`src/hw/rtl/assert_macros.svh`:
```
// assertion helper macros for the event trigger unit
// expects i_clk and i_rst_n in the scope where a macro is used
`ifndef ASSERT_MACROS_SVH
`define ASSERT_MACROS_SVH

// same-cycle implication, checked only out of reset
`define ASSERT_IMPLIES(label, ante, cons, msg) \
    label: assert property (@(posedge i_clk) disable iff (!i_rst_n) (ante) |-> (cons)) \
        else $error(msg);

// next-cycle implication, checked only out of reset
`define ASSERT_NEXT(label, ante, cons, msg) \
    label: assert property (@(posedge i_clk) disable iff (!i_rst_n) (ante) |=> (cons)) \
        else $error(msg);

`endif

```
`src/hw/rtl/etpu_pkg.sv`:
```
// shared types and constants for the event trigger and pulse height unit
// no dependencies; imported by every module of the block
`default_nettype none

package etpu_pkg;

    localparam int NUM_CH    = 4;
    localparam int CH_W      = 2;
    localparam int SAMPLE_W  = 16;
    localparam int HGT_W     = 16;
    localparam int CNT_W     = 3;
    localparam int SUM_W     = 32;
    localparam int EVC_W     = 16;

    localparam logic signed [SAMPLE_W-1:0] THR_RESET = 16'sd100;
    localparam logic [CNT_W-1:0]           MIN_C_RESET = 3'd1;
    localparam logic signed [SAMPLE_W-1:0] START_MAX = -16'sd8100;
    localparam logic signed [SAMPLE_W-1:0] START_MIN = 16'sd8100;

    // configuration port
    localparam int CFG_AW = 3;
    localparam int CFG_DW = 16;
    localparam logic [CFG_AW-1:0] REG_THR0      = 3'd0;
    localparam logic [CFG_AW-1:0] REG_THR3      = 3'd3;
    localparam logic [CFG_AW-1:0] REG_MIN_COINC = 3'd4;

    // input word modes
    typedef enum logic [1:0] {
        MODE_SAMPLE = 2'd0,
        MODE_EOE    = 2'd1,
        MODE_TICK   = 2'd2
    } t_mode;

    localparam logic KIND_VERDICT = 1'b0;
    localparam logic KIND_REPORT  = 1'b1;

    // stream widths
    localparam int IN_TUSER_W  = 4;
    localparam int IN_TDATA_W  = 16;
    localparam int OUT_TDATA_W = 64;

    // output tdata field offsets
    localparam int OFF_MASK  = 0;
    localparam int OFF_COUNT = OFF_MASK + NUM_CH;
    localparam int OFF_ACC   = OFF_COUNT + CNT_W;
    localparam int OFF_RCH   = OFF_ACC + 1;
    localparam int OFF_SUM   = OFF_RCH + CH_W;
    localparam int OFF_EVC   = OFF_SUM + SUM_W;
    localparam int OUT_USED  = OFF_EVC + EVC_W;

    // command queue
    localparam int QDEPTH = 4;
    localparam int QPTR_W = 2;
    localparam int QCNT_W = 3;

    typedef struct packed {
        logic                           tick;
        logic [NUM_CH-1:0]              mask;
        logic [CNT_W-1:0]               count;
        logic                           accept;
        logic [NUM_CH-1:0]              hvalid;
        logic [NUM_CH-1:0][HGT_W-1:0]   height;
    } t_cmd;

    typedef struct packed {
        logic full;
        logic empty;
    } t_q_stat;

endpackage

`default_nettype wire

```
`src/hw/rtl/event_trigger_and_pulse_height_unit.sv`:
```
// Event trigger and pulse height unit, four ADC channels.
// Input stream: s_axis tuser {mode, channel}, tdata {sample}. Mode sample
// updates the channel's running max/min and trigger bit and gives no output;
// end of event gives one verdict word (tlast set) and rearms; a report tick
// gives one height report word per channel, channel 0 first, tlast on the
// last one, and clears the sums and counts.
// Output stream: m_axis, tuser = kind (0 verdict, 1 report).
// Path: a taken input word writes its command into the queue, and the back end
// then loads it from the queue head into the output register.
// Throughput: one input word per cycle while the queue is not full; a verdict
// gives one output word and a tick four, all through the single output register.
// A four-deep command queue between the input side and the output side
// lets input words keep flowing while the receiver stalls; tready drops only
// when the queue is full. Samples never enter the queue.
// Reset (i_rst_n low, synchronous): thresholds 100, coincidence 1, per-event
// state rearmed, sums and counts zero, queue and output emptied.
// Configuration: i_cfg_we with i_cfg_addr 0..3 threshold, 4 coincidence,
// to be written by the user only while the block is idle; the block does not enforce it.
`default_nettype none
`include "assert_macros.svh"

module event_trigger_and_pulse_height_unit import etpu_pkg::*; (
    input  wire logic                     i_clk,
    input  wire logic                     i_rst_n,
    input  wire logic                     i_cfg_we,
    input  wire logic [CFG_AW-1:0]        i_cfg_addr,
    input  wire logic [CFG_DW-1:0]        i_cfg_data,
    input  wire logic                     s_axis_tvalid,
    output logic                          s_axis_tready,
    input  wire logic [IN_TDATA_W-1:0]    s_axis_tdata,   // sample[15:0]
    input  wire logic [IN_TUSER_W-1:0]    s_axis_tuser,   // mode[1:0], channel[3:2]
    output logic                          m_axis_tvalid,
    input  wire logic                     m_axis_tready,
    // trigger_mask[3:0], trigger_count[6:4], accept[7], report_channel[9:8],
    // height_sum[41:10], event_count[57:42], zero[63:58]
    output logic [OUT_TDATA_W-1:0]        m_axis_tdata,
    output logic [0:0]                    m_axis_tuser,   // kind[0]
    output logic                          m_axis_tlast
);

    logic    w_push;
    logic    w_pop;
    t_cmd    w_cmd_in;
    t_cmd    w_cmd_out;
    t_q_stat w_q_stat;

    etpu_front u_front (
        .i_clk      (i_clk),
        .i_rst_n    (i_rst_n),
        .i_cfg_we   (i_cfg_we),
        .i_cfg_addr (i_cfg_addr),
        .i_cfg_data (i_cfg_data),
        .i_valid    (s_axis_tvalid),
        .o_ready    (s_axis_tready),
        .i_mode     (s_axis_tuser[1:0]),
        .i_channel  (s_axis_tuser[3:2]),
        .i_sample   (s_axis_tdata),
        .i_q_stat   (w_q_stat),
        .o_push     (w_push),
        .o_cmd      (w_cmd_in)
    );

    etpu_queue u_queue (
        .i_clk   (i_clk),
        .i_rst_n (i_rst_n),
        .i_push  (w_push),
        .i_cmd   (w_cmd_in),
        .i_pop   (w_pop),
        .o_cmd   (w_cmd_out),
        .o_stat  (w_q_stat)
    );

    etpu_back u_back (
        .i_clk     (i_clk),
        .i_rst_n   (i_rst_n),
        .i_cmd     (w_cmd_out),
        .i_q_stat  (w_q_stat),
        .o_pop     (w_pop),
        .i_m_ready (m_axis_tready),
        .o_m_valid (m_axis_tvalid),
        .o_m_data  (m_axis_tdata),
        .o_m_kind  (m_axis_tuser[0]),
        .o_m_last  (m_axis_tlast)
    );

    `ASSERT_IMPLIES(a_queue_no_overflow, w_push, !w_q_stat.full, "command pushed into full queue")
    `ASSERT_IMPLIES(a_queue_no_underflow, w_pop, !w_q_stat.empty, "command popped from empty queue")
    `ASSERT_IMPLIES(a_verdict_word,
        m_axis_tvalid && (m_axis_tuser[0] == KIND_VERDICT),
        m_axis_tlast && (m_axis_tdata[OFF_COUNT +: CNT_W] ==
            CNT_W'($countones(m_axis_tdata[OFF_MASK +: NUM_CH]))),
        "verdict word inconsistent")
    `ASSERT_IMPLIES(a_report_last,
        m_axis_tvalid && (m_axis_tuser[0] == KIND_REPORT) && m_axis_tlast,
        m_axis_tdata[OFF_RCH +: CH_W] == CH_W'(NUM_CH - 1),
        "report burst ended early")

endmodule

`default_nettype wire

```
`src/hw/rtl/etpu_front.sv`:
```
// front end: takes input words, tracks per-channel extremes and trigger bits,
// and turns end-of-event and tick words into queue commands; uses etpu_pkg
`default_nettype none

module etpu_front import etpu_pkg::*; (
    input  wire logic                       i_clk,
    input  wire logic                       i_rst_n,
    input  wire logic                       i_cfg_we,
    input  wire logic [CFG_AW-1:0]          i_cfg_addr,
    input  wire logic [CFG_DW-1:0]          i_cfg_data,
    input  wire logic                       i_valid,
    output logic                            o_ready,
    input  wire logic [1:0]                 i_mode,
    input  wire logic [CH_W-1:0]            i_channel,
    input  wire logic signed [SAMPLE_W-1:0] i_sample,
    input  wire t_q_stat                    i_q_stat,
    output logic                            o_push,
    output t_cmd                            o_cmd
);

    logic signed [SAMPLE_W-1:0] r_thr [NUM_CH];
    logic [CNT_W-1:0]           r_min_c;
    logic signed [SAMPLE_W-1:0] r_max [NUM_CH];
    logic signed [SAMPLE_W-1:0] r_min [NUM_CH];
    logic [NUM_CH-1:0]          r_trig;

    logic                       w_acc;
    logic signed [SAMPLE_W:0]   w_neg;
    logic signed [SAMPLE_W:0]   w_thr_x;
    logic                       w_hit;
    logic [CH_W-1:0]            w_bit;
    logic [CNT_W-1:0]           w_count;

    assign o_ready = !i_q_stat.full;
    assign w_acc   = i_valid && o_ready;

    // 17-bit compare so that negating -32768 does not wrap
    assign w_neg   = -{i_sample[SAMPLE_W-1], i_sample};
    assign w_thr_x = {r_thr[i_channel][SAMPLE_W-1], r_thr[i_channel]};
    assign w_hit   = w_neg > w_thr_x;
    // channel 0 sits in the top mask bit
    assign w_bit   = CH_W'(NUM_CH - 1) - i_channel;
    assign w_count = CNT_W'($countones(r_trig));

    always_comb begin
        o_cmd.tick   = (i_mode == MODE_TICK);
        o_cmd.mask   = r_trig;
        o_cmd.count  = w_count;
        o_cmd.accept = (w_count >= r_min_c);
        for (int i = 0; i < NUM_CH; i++) begin
            o_cmd.hvalid[i] = r_max[i] > r_min[i];
            o_cmd.height[i] = HGT_W'(r_max[i] - r_min[i]);
        end
    end

    assign o_push = w_acc && ((i_mode == MODE_EOE) || (i_mode == MODE_TICK));

    always_ff @(posedge i_clk) begin
        if (!i_rst_n) begin
            for (int i = 0; i < NUM_CH; i++) begin
                r_thr[i] <= THR_RESET;
                r_max[i] <= START_MAX;
                r_min[i] <= START_MIN;
            end
            r_min_c <= MIN_C_RESET;
            r_trig  <= '0;
        end else begin
            if (i_cfg_we) begin
                case (i_cfg_addr) inside
                    [REG_THR0:REG_THR3]: r_thr[i_cfg_addr[CH_W-1:0]] <= i_cfg_data;
                    REG_MIN_COINC:       r_min_c <= i_cfg_data[CNT_W-1:0];
                    default: ;
                endcase
            end
            if (w_acc) begin
                case (i_mode)
                    MODE_SAMPLE: begin
                        if (i_sample > r_max[i_channel]) r_max[i_channel] <= i_sample;
                        if (i_sample < r_min[i_channel]) r_min[i_channel] <= i_sample;
                        if (w_hit) r_trig[w_bit] <= 1'b1;
                    end
                    MODE_EOE: begin
                        // rearm for the next event
                        for (int i = 0; i < NUM_CH; i++) begin
                            r_max[i] <= START_MAX;
                            r_min[i] <= START_MIN;
                        end
                        r_trig <= '0;
                    end
                    default: ;
                endcase
            end
        end
    end

endmodule

`default_nettype wire

```
`src/hw/rtl/etpu_queue.sv`:
```
// short command queue between front and back end
// register based, fall-through head; uses etpu_pkg
`default_nettype none

module etpu_queue import etpu_pkg::*; (
    input  wire logic   i_clk,
    input  wire logic   i_rst_n,
    input  wire logic   i_push,
    input  wire t_cmd   i_cmd,
    input  wire logic   i_pop,
    output t_cmd        o_cmd,
    output t_q_stat     o_stat
);

    t_cmd              r_mem [QDEPTH];
    logic [QPTR_W-1:0] r_wr;
    logic [QPTR_W-1:0] r_rd;
    logic [QCNT_W-1:0] r_cnt;

    assign o_cmd        = r_mem[r_rd];
    assign o_stat.full  = (r_cnt == QCNT_W'(QDEPTH));
    assign o_stat.empty = (r_cnt == '0);

    always_ff @(posedge i_clk) begin
        if (!i_rst_n) begin
            r_wr  <= '0;
            r_rd  <= '0;
            r_cnt <= '0;
        end else begin
            if (i_push) r_wr <= r_wr + 1'b1;
            if (i_pop)  r_rd <= r_rd + 1'b1;
            case ({i_push, i_pop})
                2'b10:   r_cnt <= r_cnt + 1'b1;
                2'b01:   r_cnt <= r_cnt - 1'b1;
                default: ;
            endcase
        end
    end

    always_ff @(posedge i_clk) begin
        if (i_push) r_mem[r_wr] <= i_cmd;
    end

endmodule

`default_nettype wire

```
`src/hw/rtl/etpu_back.sv`:
```
// back end: runs queue commands, keeps per-channel height sums and event
// counts, and drives the registered output word; uses etpu_pkg
`default_nettype none

module etpu_back import etpu_pkg::*; (
    input  wire logic               i_clk,
    input  wire logic               i_rst_n,
    input  wire t_cmd               i_cmd,
    input  wire t_q_stat            i_q_stat,
    output logic                    o_pop,
    input  wire logic               i_m_ready,
    output logic                    o_m_valid,
    output logic [OUT_TDATA_W-1:0]  o_m_data,
    output logic                    o_m_kind,
    output logic                    o_m_last
);

    logic [SUM_W-1:0]   r_total [NUM_CH];
    logic [EVC_W-1:0]   r_evcnt [NUM_CH];
    logic [CH_W-1:0]    r_idx;
    logic               r_m_valid;

    logic               r_kind;
    logic               r_last;
    logic [NUM_CH-1:0]  r_mask;
    logic [CNT_W-1:0]   r_count;
    logic               r_accept;
    logic [CH_W-1:0]    r_rch;
    logic [SUM_W-1:0]   r_sum;
    logic [EVC_W-1:0]   r_evc;

    logic               w_go;
    logic               w_idx_end;
    logic [SUM_W-1:0]   n_total [NUM_CH];
    logic [EVC_W-1:0]   n_evcnt [NUM_CH];

    assign w_go      = (!r_m_valid || i_m_ready) && !i_q_stat.empty;
    assign w_idx_end = (r_idx == CH_W'(NUM_CH - 1));
    assign o_pop     = w_go && (!i_cmd.tick || w_idx_end);

    // saturating accumulate for every channel
    always_comb begin
        for (int i = 0; i < NUM_CH; i++) begin
            logic [SUM_W:0] sum;
            sum = {1'b0, r_total[i]} + (SUM_W+1)'(i_cmd.height[i]);
            n_total[i] = sum[SUM_W] ? '1 : sum[SUM_W-1:0];
            n_evcnt[i] = (r_evcnt[i] == '1) ? r_evcnt[i] : r_evcnt[i] + 1'b1;
        end
    end

    always_ff @(posedge i_clk) begin
        if (!i_rst_n) begin
            for (int i = 0; i < NUM_CH; i++) begin
                r_total[i] <= '0;
                r_evcnt[i] <= '0;
            end
            r_idx     <= '0;
            r_m_valid <= 1'b0;
        end else if (w_go) begin
            r_m_valid <= 1'b1;
            if (!i_cmd.tick) begin
                for (int i = 0; i < NUM_CH; i++) begin
                    if (i_cmd.hvalid[i]) begin
                        r_total[i] <= n_total[i];
                        r_evcnt[i] <= n_evcnt[i];
                    end
                end
            end else begin
                // one channel report per word, cleared as it goes out
                r_total[r_idx] <= '0;
                r_evcnt[r_idx] <= '0;
                r_idx <= w_idx_end ? '0 : r_idx + 1'b1;
            end
        end else if (i_m_ready) begin
            r_m_valid <= 1'b0;
        end
    end

    always_ff @(posedge i_clk) begin
        if (w_go) begin
            if (!i_cmd.tick) begin
                r_kind   <= KIND_VERDICT;
                r_last   <= 1'b1;
                r_mask   <= i_cmd.mask;
                r_count  <= i_cmd.count;
                r_accept <= i_cmd.accept;
                r_rch    <= '0;
                r_sum    <= '0;
                r_evc    <= '0;
            end else begin
                r_kind   <= KIND_REPORT;
                r_last   <= w_idx_end;
                r_mask   <= '0;
                r_count  <= '0;
                r_accept <= 1'b0;
                r_rch    <= r_idx;
                r_sum    <= r_total[r_idx];
                r_evc    <= r_evcnt[r_idx];
            end
        end
    end

    assign o_m_valid = r_m_valid;
    assign o_m_kind  = r_kind;
    assign o_m_last  = r_last;
    assign o_m_data  = {(OUT_TDATA_W - OUT_USED)'(0), r_evc, r_sum, r_rch,
                        r_accept, r_count, r_mask};

endmodule

`default_nettype wire

```
`config.mk`:
```
export PLATFORM = sky130hd
export DESIGN_NAME = event_trigger_and_pulse_height_unit
export DESIGN_NICKNAME = d
export VERILOG_FILES = /design/src/hw/rtl/etpu_pkg.sv /design/src/hw/rtl/event_trigger_and_pulse_height_unit.sv /design/src/hw/rtl/etpu_front.sv /design/src/hw/rtl/etpu_queue.sv /design/src/hw/rtl/etpu_back.sv
export VERILOG_INCLUDE_DIRS = /design/src /design/src/hw/rtl
export SDC_FILE = /design/constraint.sdc
export NUM_CORES = 2
export LEC_CHECK = 0
export BUFFER_PORTS_ARGS = -buffer_cell sky130_fd_sc_hd__buf_2
export CORE_AREA = 2 2 261 263
export CTS_BUF_LIST = sky130_fd_sc_hd__clkbuf_4
export DETAILED_ROUTE_END_ITERATION = 12
export DIE_AREA = 0 0 263 265
export PLACE_DENSITY = 0.82
export SYNTH_ARGS = -nofsm -noshare
export SYNTH_HDL_FRONTEND = slang
export SYNTH_SLANG_ARGS = --single-unit
```
`constraint.sdc`:
```
create_clock -name i_clk -period 8.7 [get_ports i_clk]
set_input_delay 1.305 -clock i_clk [delete_from_list [all_inputs] [get_ports i_clk]]
set_output_delay 1.305 -clock i_clk [all_outputs]
set_load 0.1 [all_outputs]
```
==> impl_metrics.toml <==
[setup_path]
cp-start-kind = "flop"
crit_chain = "buf_4, mux4_2, ha_1, fa_1, a211o_1, a2111oi_0, o211ai_1, nand3_1, o21ai_0, and3_1, nor3b_1, a311oi_1"
cp_data_required_time_ns = 9.61
crit_fanout = 49
cp-end-kind = "flop"
crit_slowest_cell = "buf_4"
path_class = "reg2reg"
crit_buf_inv = 1
cp_top_family = "compound AO/OA/AOI/OAI gates"
cpPeakStageDelay_ns = 0.72
reg2reg_setup_slack_ns = 3.43
cp.arrival_ns = 6.18
reg2regPathDepth = 12
r2r-end = "u_back.r_total[0][17]$_SDFFE_PP0P_"

[floorplan]
die_area_sq_um = 69700
core_area_sq_um = 66800
die_h_um = 265
core.rowCount = 95
start_util_pct = 59.8
die_w_um = 263
num_io_pins = 112

[detailed_routing]
wl_per_cell_um = 22.1
routed_via_density = 6.24
num_vias = 28700
drcViolationCount = 0
first_pass_iters = 6
drtIter0Drc = 3282
ant_nets = 0
wl_um = 102000

[clocking]
numCtsBuffers = 192
cts_tree = "yes"
postCtsHoldBufs = 0
h-tree-depth = 4
clkSlewWorstSetupHoldPaths_ns = 0.07
cts-root-buf = "clkbuf_4"
clk_latency_ns = 1.07
post_cts_buffers = 0
cts_sinks = 771
cts_resized = 0
cts.path.max_buffers = 3

[synth]
synth_ff_type = "edfxtp_1"
syn_avg_cell_area_sq_um = 11.9
synth_area_sq_um = 39900
ys_types = 86
yosys.area.top_type = "edfxtp_1"
seq_area_frac_synth_pct = 52.7
synth_edf_count = 560
yosys_warnings = 0
synth_area_leaders = "edfxtp_1, dfxtp_1, mux4_2"
postSynthCellCount = 3370
synth.most_common_cell = "edfxtp_1"
synth_top_cells_by_count = "edfxtp_1, nor2_1, nand2_1, dfxtp_1"
synth_top_area_share_pct = 42.1
ys_seq_elements = 771
synthArstFlopShare_pct = 0

[timing]
finalSetupViolations = 0
hold_viol = 0
slew_headroom_pct = 10.3
finalSetupTns_ns = 0
max_slew.worst_pin.slew_ns = 1.34
hold-worst-slack_ns = 0.462
worst_clock_skew_ns = 0.0554
post-route-min-period_ns = 5.27
drv_slew = 0
max_freq_mhz = 190
rsz0062_at_grt = "no"
fin_crit_sh_pct = 60.6

[final_layout]
drive_above_1_share_pct = 18.5
synthToLayoutAreaGrowth_pct = 9.89
nets = 3815
fin_cells = 4606

[global_route]
grt_pass1_wl_um = 156000
grt_max_degree = 64
grt_pass1_vias = 27700
gr-usage-all-layers_pct = 29.1
grt-ovfl-total = 0
antenna_found_initial = 2

[run_status]
outcome = "finished, final reports clean"

[placed_design]
gp_congestion = 0.990
portBuffers = 105
hpwl_um = 72500
dpl.cell_count = 4241

[pwr]
p_per_area_nw_per_um2 = 269
p_leak_nw = 16.8
vdd_drop_max_v = 0.000219

[worst_hold_path]
hp-start = "u_back.r_total[2][13]$_SDFFE_PP0P_"
holdPathStages = 2
hold_path.class = "reg2reg"
min_to = "u_back.r_total[2][13]$_SDFFE_PP0P_"

[run]
maxCapViolations = 0
## registers in the layout, summed over array words and instances, names as in the netlist, named ones only
| name | flops |
|---|---|
| u_front.r_max | 64 |
| u_back.r_count | 3 |
| u_back.o_m_last | 1 |
| u_front.r_min_c | 3 |
| u_queue.r_cnt | 3 |
| u_back.r_idx | 2 |
| u_front.r_thr | 64 |
| u_back.r_evcnt | 64 |
| u_front.r_min | 64 |
| u_back.r_total | 128 |
| u_queue.r_rd | 2 |
| u_back.r_rch | 2 |
| u_back.o_m_valid | 1 |
| u_back.r_evc | 16 |
| u_queue.r_mem | 308 |
| u_front.r_trig | 4 |
| u_back.r_sum | 32 |
| u_back.r_mask | 4 |
| u_back.o_m_kind | 1 |
| u_back.r_accept | 1 |
| u_queue.r_wr | 2 |
## logic make-up (layout without fill, tap and decap cells)
kind of cell               after synthesis  in the layout  synth area share [%]
other                                    1             12               0.00939
xor gates and xnor gates               153            153                  3.36
buffers and inverters                  351            703                  3.44
adders and majority gates              209            209                  6.74
DFF                                    771            771                  52.7
AOI/OAI and AO/OA                      647            647                  10.1
and+or+nand+nor                       1047           1047                  13.4
muxes                                  191            191                  10.2
## tightest hold or removal path: cells and delay by family, from the launching register on
| kind | cells | cell delay [ns] |
|---|---|---|
| flip-flops | 1 | 0.32 |
| AND/OR/NAND/NOR | 2 | 0.10 |
## per-layer routing
metal | global-route usage (%) | wire [um]
met5 | 0 | 0
met4 | 15.0 | 5050
met3 | 6.23 | 9120
met2 | 47.3 | 48300
met1 | 37.2 | 39200
## through the flow
step | total power, mW | instance area (sq um) | setup slack [ns] | util (%)
2_1_floorplan | 7.86 | 40000 | 2.72 | -
3_3_place_gp | 8.65 | 41300 | 2.79 | 61.8
3_5_place_dp | 8.74 | 41300 | 2.70 | 61.8
4_1_cts | 11.9 | 43900 | 3.57 | 65.7
5_1_grt | 12.4 | 43900 | 3.13 | 65.7
6_report | 11.8 | 43900 | 3.43 | 65.7
## power by group
part	total (mW)	internal [mW]	switching, mW
Clock	3.13	1.63	1.50
Combinational	4.06	1.20	2.85
Sequential	4.64	4.42	0.223
Total	11.8	7.25	4.58
## worst max path at each step
stage | cells after the start | slack (ns) | endpoint
after floorplan | 10 | 2.72 | u_queue.r_cnt[2]$_SDFFE_PN0P_
after global placement | 12 | 2.79 | u_front.r_min[0][5]$_SDFFCE_PN1P_
after detailed placement | 12 | 2.70 | u_front.r_min[0][5]$_SDFFCE_PN1P_
after CTS | 12 | 3.57 | u_back.r_total[0][17]$_SDFFE_PP0P_
after global routing | 12 | 3.13 | u_back.r_total[0][17]$_SDFFE_PP0P_
final | 12 | 3.43 | u_back.r_total[0][17]$_SDFFE_PP0P_
## placed cells by master (no fill, tap or decap), types with 59 or more instances in the layout
master,instances
edfxtp_1,560
clkbuf_4,297
nor2_1,263
nand2_1,214
dfxtp_1,207
inv_1,199
ha_1,199
a21oi_1,176
mux4_2,172
o21ai_0,171
buf_2,104
xnor2_1,93
and3_1,93
or3_1,87
and2_1,78
nand3_1,71
nor3_1,63
xor2_1,59
## cell type report
class | instances | area, sq um
repair buffers | 142 | 806
multi-input cells | 2253 | 17600
clock buffers | 297 | 2230
clock inverters | 62 | 345
flip-flops and latches | 771 | 21100
inverters | 202 | 761
fillers | 4866 | 22900
well taps | 873 | 1090
diodes | 6 | 15.0
Power figures use the tool's default switching activity.
